`src/rtl/neighbor_fork_arbiter_defines.svh`:
```
// Assertion macros shared by the neighbor fork arbiter modules.
`ifndef NEIGHBOR_FORK_ARBITER_DEFINES_SVH
`define NEIGHBOR_FORK_ARBITER_DEFINES_SVH

// Same-cycle implication, clocked on clk, off while rst_n is low.
`define NFA_ASSERT_NOW(label, ante, cons, msg) \
    label: assert property (@(posedge clk) disable iff (!rst_n) (ante) |-> (cons)) \
        else $error(msg);

// Next-cycle implication, clocked on clk, off while rst_n is low.
`define NFA_ASSERT_NEXT(label, ante, cons, msg) \
    label: assert property (@(posedge clk) disable iff (!rst_n) (ante) |=> (cons)) \
        else $error(msg);

`endif

```
`src/rtl/nfa_pkg.sv`:
```
// Shared types and codes for the neighbor fork arbiter.
package nfa_pkg;

    localparam int SEAT_BITS = 6;

    localparam logic REQ_HUNGRY = 1'b0;
    localparam logic REQ_DONE   = 1'b1;

    localparam logic KIND_GRANT = 1'b0;
    localparam logic KIND_ERROR = 1'b1;

    typedef struct packed {
        logic load;
        logic exec;
        logic emit2;
    } ctrl_cmd_t;

    typedef struct packed {
        logic two_grants;
    } dp_status_t;

endpackage

```
`src/rtl/nfa_datapath.sv`:
```
// Datapath: resource and waiting bits, request decode and result registers.
`include "neighbor_fork_arbiter_defines.svh"

module nfa_datapath
    import nfa_pkg::*;
#(
    parameter int NUM_SEATS = 8
)
(
    input  logic                 clk,
    input  logic                 rst_n,
    input  ctrl_cmd_t            cmd,
    output dp_status_t           status,
    input  logic                 req_type,
    input  logic [SEAT_BITS-1:0] seat,
    output logic                 strobe,
    output logic                 kind,
    output logic [SEAT_BITS-1:0] granted_seat,
    output logic                 last
);

    localparam int IDX_W = (NUM_SEATS > 1) ? $clog2(NUM_SEATS) : 1;

    logic                 req_reg;
    logic [SEAT_BITS-1:0] seat_reg;
    logic [NUM_SEATS-1:0] busy_reg, busy_next;
    logic [NUM_SEATS-1:0] wait_reg, wait_next;
    logic [IDX_W-1:0]     pend_reg, pend_next;
    logic                 strobe_reg, strobe_next;
    logic                 kind_reg, kind_next;
    logic [SEAT_BITS-1:0] gseat_reg, gseat_next;
    logic                 last_reg, last_next;

    logic [IDX_W-1:0]     idx, nidx, pidx, lnext;
    logic                 in_range, is_error, hungry_free, right_ok, left_ok;
    logic [NUM_SEATS-1:0] need, busy_rel, busy_a, wait_a, busy_b, wait_b;

    function automatic logic [IDX_W-1:0] nxt_of(input logic [IDX_W-1:0] i);
        nxt_of = (i == IDX_W'(NUM_SEATS - 1)) ? '0 : i + IDX_W'(1);
    endfunction

    function automatic logic [IDX_W-1:0] prv_of(input logic [IDX_W-1:0] i);
        prv_of = (i == '0) ? IDX_W'(NUM_SEATS - 1) : i - IDX_W'(1);
    endfunction

    function automatic logic [NUM_SEATS-1:0] one_hot(input logic [IDX_W-1:0] i);
        one_hot    = '0;
        one_hot[i] = 1'b1;
    endfunction

    always_comb
    begin
        idx         = seat_reg[IDX_W-1:0];
        nidx        = nxt_of(idx);
        pidx        = prv_of(idx);
        lnext       = nxt_of(nidx);
        in_range    = {1'b0, seat_reg} < (SEAT_BITS + 1)'(NUM_SEATS);
        is_error    = !in_range || (req_reg == REQ_HUNGRY && wait_reg[idx]);
        need        = one_hot(idx) | one_hot(nidx);
        hungry_free = (busy_reg & need) == '0;
        busy_rel    = busy_reg & ~need;
        right_ok    = wait_reg[pidx] && !busy_rel[pidx];
        busy_a      = right_ok ? (busy_rel | one_hot(pidx) | one_hot(idx)) : busy_rel;
        wait_a      = right_ok ? (wait_reg & ~one_hot(pidx)) : wait_reg;
        left_ok     = wait_a[nidx] && !busy_a[lnext];
        busy_b      = left_ok ? (busy_a | one_hot(nidx) | one_hot(lnext)) : busy_a;
        wait_b      = left_ok ? (wait_a & ~one_hot(nidx)) : wait_a;
    end

    assign status.two_grants = (req_reg == REQ_DONE) && !is_error && right_ok && left_ok;

    always_comb
    begin
        busy_next   = busy_reg;
        wait_next   = wait_reg;
        pend_next   = pend_reg;
        strobe_next = 1'b0;
        kind_next   = kind_reg;
        gseat_next  = gseat_reg;
        last_next   = last_reg;
        if (cmd.exec)
        begin
            if (is_error)
            begin
                strobe_next = 1'b1;
                kind_next   = KIND_ERROR;
                gseat_next  = seat_reg;
                last_next   = 1'b1;
            end
            else if (req_reg == REQ_HUNGRY)
            begin
                if (hungry_free)
                begin
                    busy_next   = busy_reg | need;
                    strobe_next = 1'b1;
                    kind_next   = KIND_GRANT;
                    gseat_next  = seat_reg;
                    last_next   = 1'b1;
                end
                else
                begin
                    wait_next = wait_reg | one_hot(idx);
                end
            end
            else
            begin
                busy_next = busy_b;
                wait_next = wait_b;
                pend_next = nidx;
                if (right_ok)
                begin
                    strobe_next = 1'b1;
                    kind_next   = KIND_GRANT;
                    gseat_next  = SEAT_BITS'(pidx);
                    last_next   = !left_ok;
                end
                else if (left_ok)
                begin
                    strobe_next = 1'b1;
                    kind_next   = KIND_GRANT;
                    gseat_next  = SEAT_BITS'(nidx);
                    last_next   = 1'b1;
                end
            end
        end
        else if (cmd.emit2)
        begin
            strobe_next = 1'b1;
            kind_next   = KIND_GRANT;
            gseat_next  = SEAT_BITS'(pend_reg);
            last_next   = 1'b1;
        end
    end

    always_ff @(posedge clk or negedge rst_n)
    begin
        if (!rst_n)
        begin
            busy_reg   <= '0;
            wait_reg   <= '0;
            strobe_reg <= 1'b0;
        end
        else
        begin
            busy_reg   <= busy_next;
            wait_reg   <= wait_next;
            strobe_reg <= strobe_next;
        end
    end

    always_ff @(posedge clk)
    begin
        if (cmd.load)
        begin
            req_reg  <= req_type;
            seat_reg <= seat;
        end
        pend_reg  <= pend_next;
        kind_reg  <= kind_next;
        gseat_reg <= gseat_next;
        last_reg  <= last_next;
    end

    assign strobe       = strobe_reg;
    assign kind         = kind_reg;
    assign granted_seat = gseat_reg;
    assign last         = last_reg;

    `NFA_ASSERT_NEXT(a_first_then_last, strobe_reg && !last_reg, strobe_reg && last_reg,
        "first of two grants not followed by the closing grant")
    `NFA_ASSERT_NOW(a_error_is_last, strobe_reg && kind_reg == KIND_ERROR, last_reg,
        "error word without last")
    `NFA_ASSERT_NEXT(a_no_word_after_load, cmd.load, !strobe_reg,
        "word emitted in the cycle after a request load")

endmodule

```
`src/rtl/nfa_ctrl.sv`:
```
// Controller: request sequencing state machine.
`include "neighbor_fork_arbiter_defines.svh"

module nfa_ctrl
    import nfa_pkg::*;
(
    input  logic       clk,
    input  logic       rst_n,
    input  logic       start,
    output logic       busy,
    output ctrl_cmd_t  cmd,
    input  dp_status_t status
);

    typedef enum logic [2:0] {
        S_IDLE   = 3'b001,
        S_EXEC   = 3'b010,
        S_SECOND = 3'b100
    } state_t;

    state_t state_reg, state_next;

    always_comb
    begin
        state_next = state_reg;
        unique case (state_reg)
            S_IDLE:
            begin
                if (start)
                begin
                    state_next = S_EXEC;
                end
            end
            S_EXEC:
            begin
                state_next = status.two_grants ? S_SECOND : S_IDLE;
            end
            S_SECOND:
            begin
                state_next = S_IDLE;
            end
            default:
            begin
                state_next = S_IDLE;
            end
        endcase
    end

    always_ff @(posedge clk or negedge rst_n)
    begin
        if (!rst_n)
        begin
            state_reg <= S_IDLE;
        end
        else
        begin
            state_reg <= state_next;
        end
    end

    assign busy      = (state_reg != S_IDLE);
    assign cmd.load  = start && (state_reg == S_IDLE);
    assign cmd.exec  = (state_reg == S_EXEC);
    assign cmd.emit2 = (state_reg == S_SECOND);

    `NFA_ASSERT_NEXT(a_accept_to_exec, start && !busy, state_reg == S_EXEC,
        "accepted word did not enter execute")
    `NFA_ASSERT_NEXT(a_two_to_second, state_reg == S_EXEC && status.two_grants,
        state_reg == S_SECOND, "second grant not scheduled")
    `NFA_ASSERT_NEXT(a_second_ends, state_reg == S_SECOND, state_reg == S_IDLE,
        "second grant state did not return to idle")

endmodule

```
`src/rtl/neighbor_fork_arbiter.sv`:
```
// Neighbor fork arbiter top level: controller plus datapath.
//
// Arbitrates a ring of NUM_SEATS seats; seat i needs resource i and
// resource i+1 (mod NUM_SEATS).
// Request channel: drive req_type (0 hungry, 1 done) and seat with start;
// the word is taken at a clock edge where start is high and busy is low.
// Result channel: strobe marks one cycle holding kind (0 grant, 1 error),
// granted_seat and last; last flags the final word of a request.
// A hungry request yields one grant, or nothing if it has to wait.
// A done request yields zero, one or two grants (right neighbor first).
// Errors: seat out of range, or hungry from a seat already waiting.
// Sequence: the request is decoded in the execute state, which registers the
// first word onto strobe; a done request that grants both neighbors emits
// its second word from the second-grant state. busy is high in both states,
// so no new request is taken until the arbiter is back in idle.
// Reset: all resources free, no seat waiting, strobe low, busy low.
// The receiver takes every word in its strobe cycle and cannot stall.
module neighbor_fork_arbiter
    import nfa_pkg::*;
#(
    parameter int NUM_SEATS = 8
)
(
    input  logic                 clk,
    input  logic                 rst_n,
    input  logic                 start,
    output logic                 busy,
    input  logic                 req_type,
    input  logic [SEAT_BITS-1:0] seat,
    output logic                 strobe,
    output logic                 kind,
    output logic [SEAT_BITS-1:0] granted_seat,
    output logic                 last
);

    ctrl_cmd_t  cmd;
    dp_status_t status;

    nfa_ctrl u_ctrl (
        .clk    (clk),
        .rst_n  (rst_n),
        .start  (start),
        .busy   (busy),
        .cmd    (cmd),
        .status (status)
    );

    nfa_datapath #(
        .NUM_SEATS (NUM_SEATS)
    ) u_datapath (
        .clk          (clk),
        .rst_n        (rst_n),
        .cmd          (cmd),
        .status       (status),
        .req_type     (req_type),
        .seat         (seat),
        .strobe       (strobe),
        .kind         (kind),
        .granted_seat (granted_seat),
        .last         (last)
    );

endmodule

```
`config.mk`:
```
export PLATFORM = sky130hd
export DESIGN_NAME = neighbor_fork_arbiter
export DESIGN_NICKNAME = d
export VERILOG_FILES = /design/src/rtl/nfa_pkg.sv /design/src/rtl/nfa_datapath.sv /design/src/rtl/nfa_ctrl.sv /design/src/rtl/neighbor_fork_arbiter.sv
export VERILOG_INCLUDE_DIRS = /design/src /design/src/rtl
export SDC_FILE = /design/constraint.sdc
export NUM_CORES = 1
export LEC_CHECK = 0
export ABC_AREA = 1
export BUFFER_PORTS_ARGS = -buffer_cell sky130_fd_sc_hd__buf_2
export CORE_MARGIN = 3
export CORE_UTILIZATION = 57
export CTS_BUF_LIST = sky130_fd_sc_hd__clkbuf_8
export DETAILED_ROUTE_END_ITERATION = 16
export PLACE_DENSITY_LB_ADDON = 0.3
export SLEW_MARGIN = 20
export SYNTH_ARGS = -nofsm -noshare
export SYNTH_HDL_FRONTEND = slang
export SYNTH_SLANG_ARGS = --single-unit
export TNS_END_PERCENT = 1
```
`constraint.sdc`:
```
create_clock -name clk -period 3.4 [get_ports clk]
set_clock_uncertainty 0.15 [all_clocks]
set_input_delay 0 -clock clk [delete_from_list [all_inputs] [get_ports clk]]
set_output_delay 0 -clock clk [all_outputs]
set_load 0.03 [all_outputs]
```
==> load_flow_metrics.sql <==
INSERT INTO impl_metrics (metric_group, metric, value, unit) VALUES
('job', 'cap_viol_max_count', '0', ''),
('detailed_routing', 'drt.antenna.violating_nets', '0', ''),
('timing', 'setup_viol', '0', ''),
('timing', 'timing.fmax', '296', 'MHz'),
('global_route', 'antenna_found_initial', '0', ''),
('timing', 'report.final.hold_viol_count', '0', ''),
('cells_and_area', 'stdcell_area', '0.00374', 'mm2'),
('yosys', 'seq_area_frac_synth', '35.8', '%'),
('global_route', 'grt_max_degree', '21', ''),
('detailed_routing', 'drcViolationCount', '0', ''),
('floorplanning', 'dieHeight', '77.5', 'um'),
('cells_and_area', 'syn_to_final_growth', '28.2', '%'),
('cells_and_area', 'final_net_count', '512', ''),
('place', 'io_buffer_count', '19', ''),
('clock_network', 'numClockSinks', '38', ''),
('cells_and_area', 'num_antenna_cells', '0', ''),
('detailed_routing', 'routed_wire_length_per_instance', '19.2', 'um'),
('clock_network', 'tritoncts', 'built', ''),
('yosys', 'yosysTopAreaCell', 'sky130_fd_sc_hd__edfxtp_1', ''),
('worst_setup_path', 'capture_instance_of_the_worst_register_to_register_path', 'u_datapath.granted_seat[5]$_SDFFCE_PP0P_', ''),
('timing', 'worst_slew_pin_slew', '0.678', 'ns'),
('yosys', 'synth_cells', '426', ''),
('worst_setup_path', 'cp-end-kind', 'flip-flop', ''),
('power_and_ir_drop', 'worst_ir_drop_vdd', '0.000414', 'V'),
('worst_setup_path', 'worstSetupStartpoint', 'u_datapath.seat_reg[2]$_DFFE_PP_', ''),
('worst_setup_path', 'critical_setup_path_kind', 'flip-flop to flip-flop', ''),
('yosys', 'synthFlopType', 'sky130_fd_sc_hd__dfrtp_1', ''),
('yosys', 'synth.net_count', '444', ''),
('cells_and_area', 'fin_util', '77.6', '%'),
('timing', 'period_minus_slack', '3.38', 'ns'),
('clock_network', 'cts_root_buffer', 'sky130_fd_sc_hd__clkbuf_8', ''),
('yosys', 'post_synthesis_cell_area', '0.00292', 'mm2'),
('floorplanning', 'die_x_extent', '77.5', 'um'),
('floorplanning', 'core_ar', '0.00482', 'mm2'),
('detailed_routing', 'drtPass1Iterations', '6', ''),
('clock_network', 'clock_latency', '0.30', 'ns'),
('worst_setup_path', 'r2r_start', 'u_datapath.seat_reg[2]$_DFFE_PP_', ''),
('detailed_routing', 'vias', '3488', ''),
('power_and_ir_drop', 'fin_total_pwr', '1.73', 'mW'),
('global_route', 'grt_pass1_vias', '3023', ''),
('outcome', 'run_status', 'finished, final reports clean', ''),
('floorplanning', 'floorplan.initialDensity', '60.5', '%'),
('power_and_ir_drop', 'cellPowerDensity', '463', 'mW/mm2'),
('worst_setup_path', 'required', '3.29', 'ns'),
('place', 'finalWeightedCongestion', '1.07', ''),
('yosys', 'post_synth_most_frequent_cells', 'sky130_fd_sc_hd__nand2_1, sky130_fd_sc_hd__nor2_1, sky130_fd_sc_hd__nand3_1', ''),
('detailed_routing', 'drt-total-wl', '10800', 'um'),
('timing', 'number_of_pins_with_negative_max_slew_slack_in_the_final_report', '0', ''),
('clock_network', 'clockBufferDepth', '2', ''),
('yosys', 'postSynth.asyncResetShare', '52.6', '%'),
('cells_and_area', 'fraction_of_layout_cells_with_a_size_suffix_above_1', '24.6', '%'),
('place', 'place.detailed.hpwl', '7200', 'um'),
('clock_network', 'ctsHtreeMaxLevel', '2', ''),
('yosys', 'synth_seq_cells', '38', ''),
('min_path', 'worst_hold_path_type', 'input pin to async pin', ''),
('worst_setup_path', 'ff2ff_setup_slack', '0.02', 'ns'),
('power_and_ir_drop', 'leakagePower', '1.83', 'nW'),
('timing', 'timing.max_slew.rel_slack', '54.5', '%'),
('floorplanning', 'dieArea', '0.00601', 'mm2'),
('clock_network', 'tritoncts.num_buffers', '5', ''),
('worst_setup_path', 'worst-r2r-cell-count', '17', ''),
('worst_setup_path', 'setup.worst_path.end', 'u_datapath.granted_seat[5]$_SDFFCE_PP0P_', ''),
('timing', 'unrepaired_setup_endpoints_after_global_routing', 'true', ''),
('floorplanning', 'number_of_ports_placed_on_the_die_boundary', '20', ''),
('worst_setup_path', 'worstSetupStartpointType', 'flip-flop', ''),
('global_route', 'grt_pass1_wl', '15900', 'um'),
('place', 'place_area', '0.00325', 'mm2'),
('yosys', 'synth-warning-count', '0', ''),
('timing', 'fin_crit_sh', '99.3', '%'),
('clock_network', 'clkTransAtPathRegs', '0.09', 'ns'),
('place', 'dp_cells', '529', '');
-- logic make-up after synthesis --
kind of cell / after synthesis / synth area share (%)
AND/OR/NAND/NOR: 247 / 37.7
buffers and inverters: 70 / 10.2
AO/OA/AOI/OAI: 63 / 13.0
flip-flops: 38 / 35.8
adder cells (fa/ha/maj): 8 / 3.43
-- area by class of cell --
class	count	area (um2)	area share (%)
Clock inverter	2	12.5	0.335
Clock buffer	6	82.6	2.21
Inverter	58	223	5.96
Sequential cell	38	1040	27.9
Multi-Input combinational cell	319	1740	46.4
Tap cell	67	83.8	2.24
Timing Repair Buffer	72	558	14.9
-- cell usage in the layout, fill, tap and decap left out, types with 18 or more instances in the layout --
master	netlist	routed
sky130_fd_sc_hd__edfxtp_1	18	18
sky130_fd_sc_hd__a21oi_1	26	24
sky130_fd_sc_hd__buf_4	2	41
sky130_fd_sc_hd__nand2_1	97	90
sky130_fd_sc_hd__nor2_1	64	62
sky130_fd_sc_hd__inv_1	52	50
sky130_fd_sc_hd__nand3_1	58	49
sky130_fd_sc_hd__dfrtp_1	19	19
sky130_fd_sc_hd__buf_2	3	19
-- what timing repair did --
action / CTS / global route
buffers inserted: 2 / 12
endpoints found under the hold margin: 29 / 0
resized for setup: 1 / 38
hold buffers: 9 / 0
pin swaps: 2 / 11
endpoints found under the setup margin: 8 / 27
gates cloned: 0 / 2
-- stage by stage --
stage	setup slack, ns	setup TNS (ns)	hold WS, ns
final	0.0222	0	0.0597
after global routing	-0.140	-1.95	0.0986
after CTS	0.0457	0	0.0657
after detailed placement	-0.000342	-0.00210	-0.146
after global placement	0.0532	0	-0.150
after floorplan	0.131	0	-0.446
-- power breakdown --
group	internal (mW)	switching, mW
logic	0.299	0.477
clock network	0.163	0.179
registers	0.548	0.0653
total	1.01	0.721
-- critical path: stages, from the launching register on --
cell                       delay [ns]
sky130_fd_sc_hd__edfxtp_1        0.56
sky130_fd_sc_hd__inv_2           0.25
sky130_fd_sc_hd__ha_2            0.32
sky130_fd_sc_hd__inv_1           0.11
sky130_fd_sc_hd__nand2_1         0.10
sky130_fd_sc_hd__nor2_1          0.05
sky130_fd_sc_hd__nor2_1          0.12
sky130_fd_sc_hd__nand2_1         0.10
sky130_fd_sc_hd__nor2_4          0.24
sky130_fd_sc_hd__nand2_2         0.13
sky130_fd_sc_hd__o21ai_2         0.19
sky130_fd_sc_hd__nand2_1         0.09
sky130_fd_sc_hd__nand3_1         0.18
sky130_fd_sc_hd__nand3b_4        0.12
sky130_fd_sc_hd__nand2_2         0.10
sky130_fd_sc_hd__nand3_2         0.08
sky130_fd_sc_hd__nand3_2         0.13
sky130_fd_sc_hd__clkinv_4        0.11
-- metal layers --
layer | wire length [um] | share of wire, % | up-vias | global-route usage [%]
met4 | 404 | 3.7 | 2 | 11.2
met1 | 4050 | 37 | 1553 | 49.0
met5 | 17 | 0.16 | - | 0
met3 | 1530 | 14 | 57 | 6.61
li1 | - | - | 1536 | -
met2 | 4810 | 44 | 340 | 52.1
-- worst min-delay path by stage --
stage,to,cells past startpoint,slack [ns]
after floorplan,u_ctrl.state_reg[1]$_DFFE_PN0P_,0,-0.45
after global placement,u_datapath.wait_reg[1]$_DFFE_PN0P_,1,-0.15
after detailed placement,u_datapath.wait_reg[1]$_DFFE_PN0P_,1,-0.15
after CTS,u_datapath.wait_reg[1]$_DFFE_PN0P_,2,0.07
after global routing,u_datapath.wait_reg[1]$_DFFE_PN0P_,2,0.1
final,u_datapath.wait_reg[1]$_DFFE_PN0P_,2,0.06
Power figures use the tool's default switching activity.
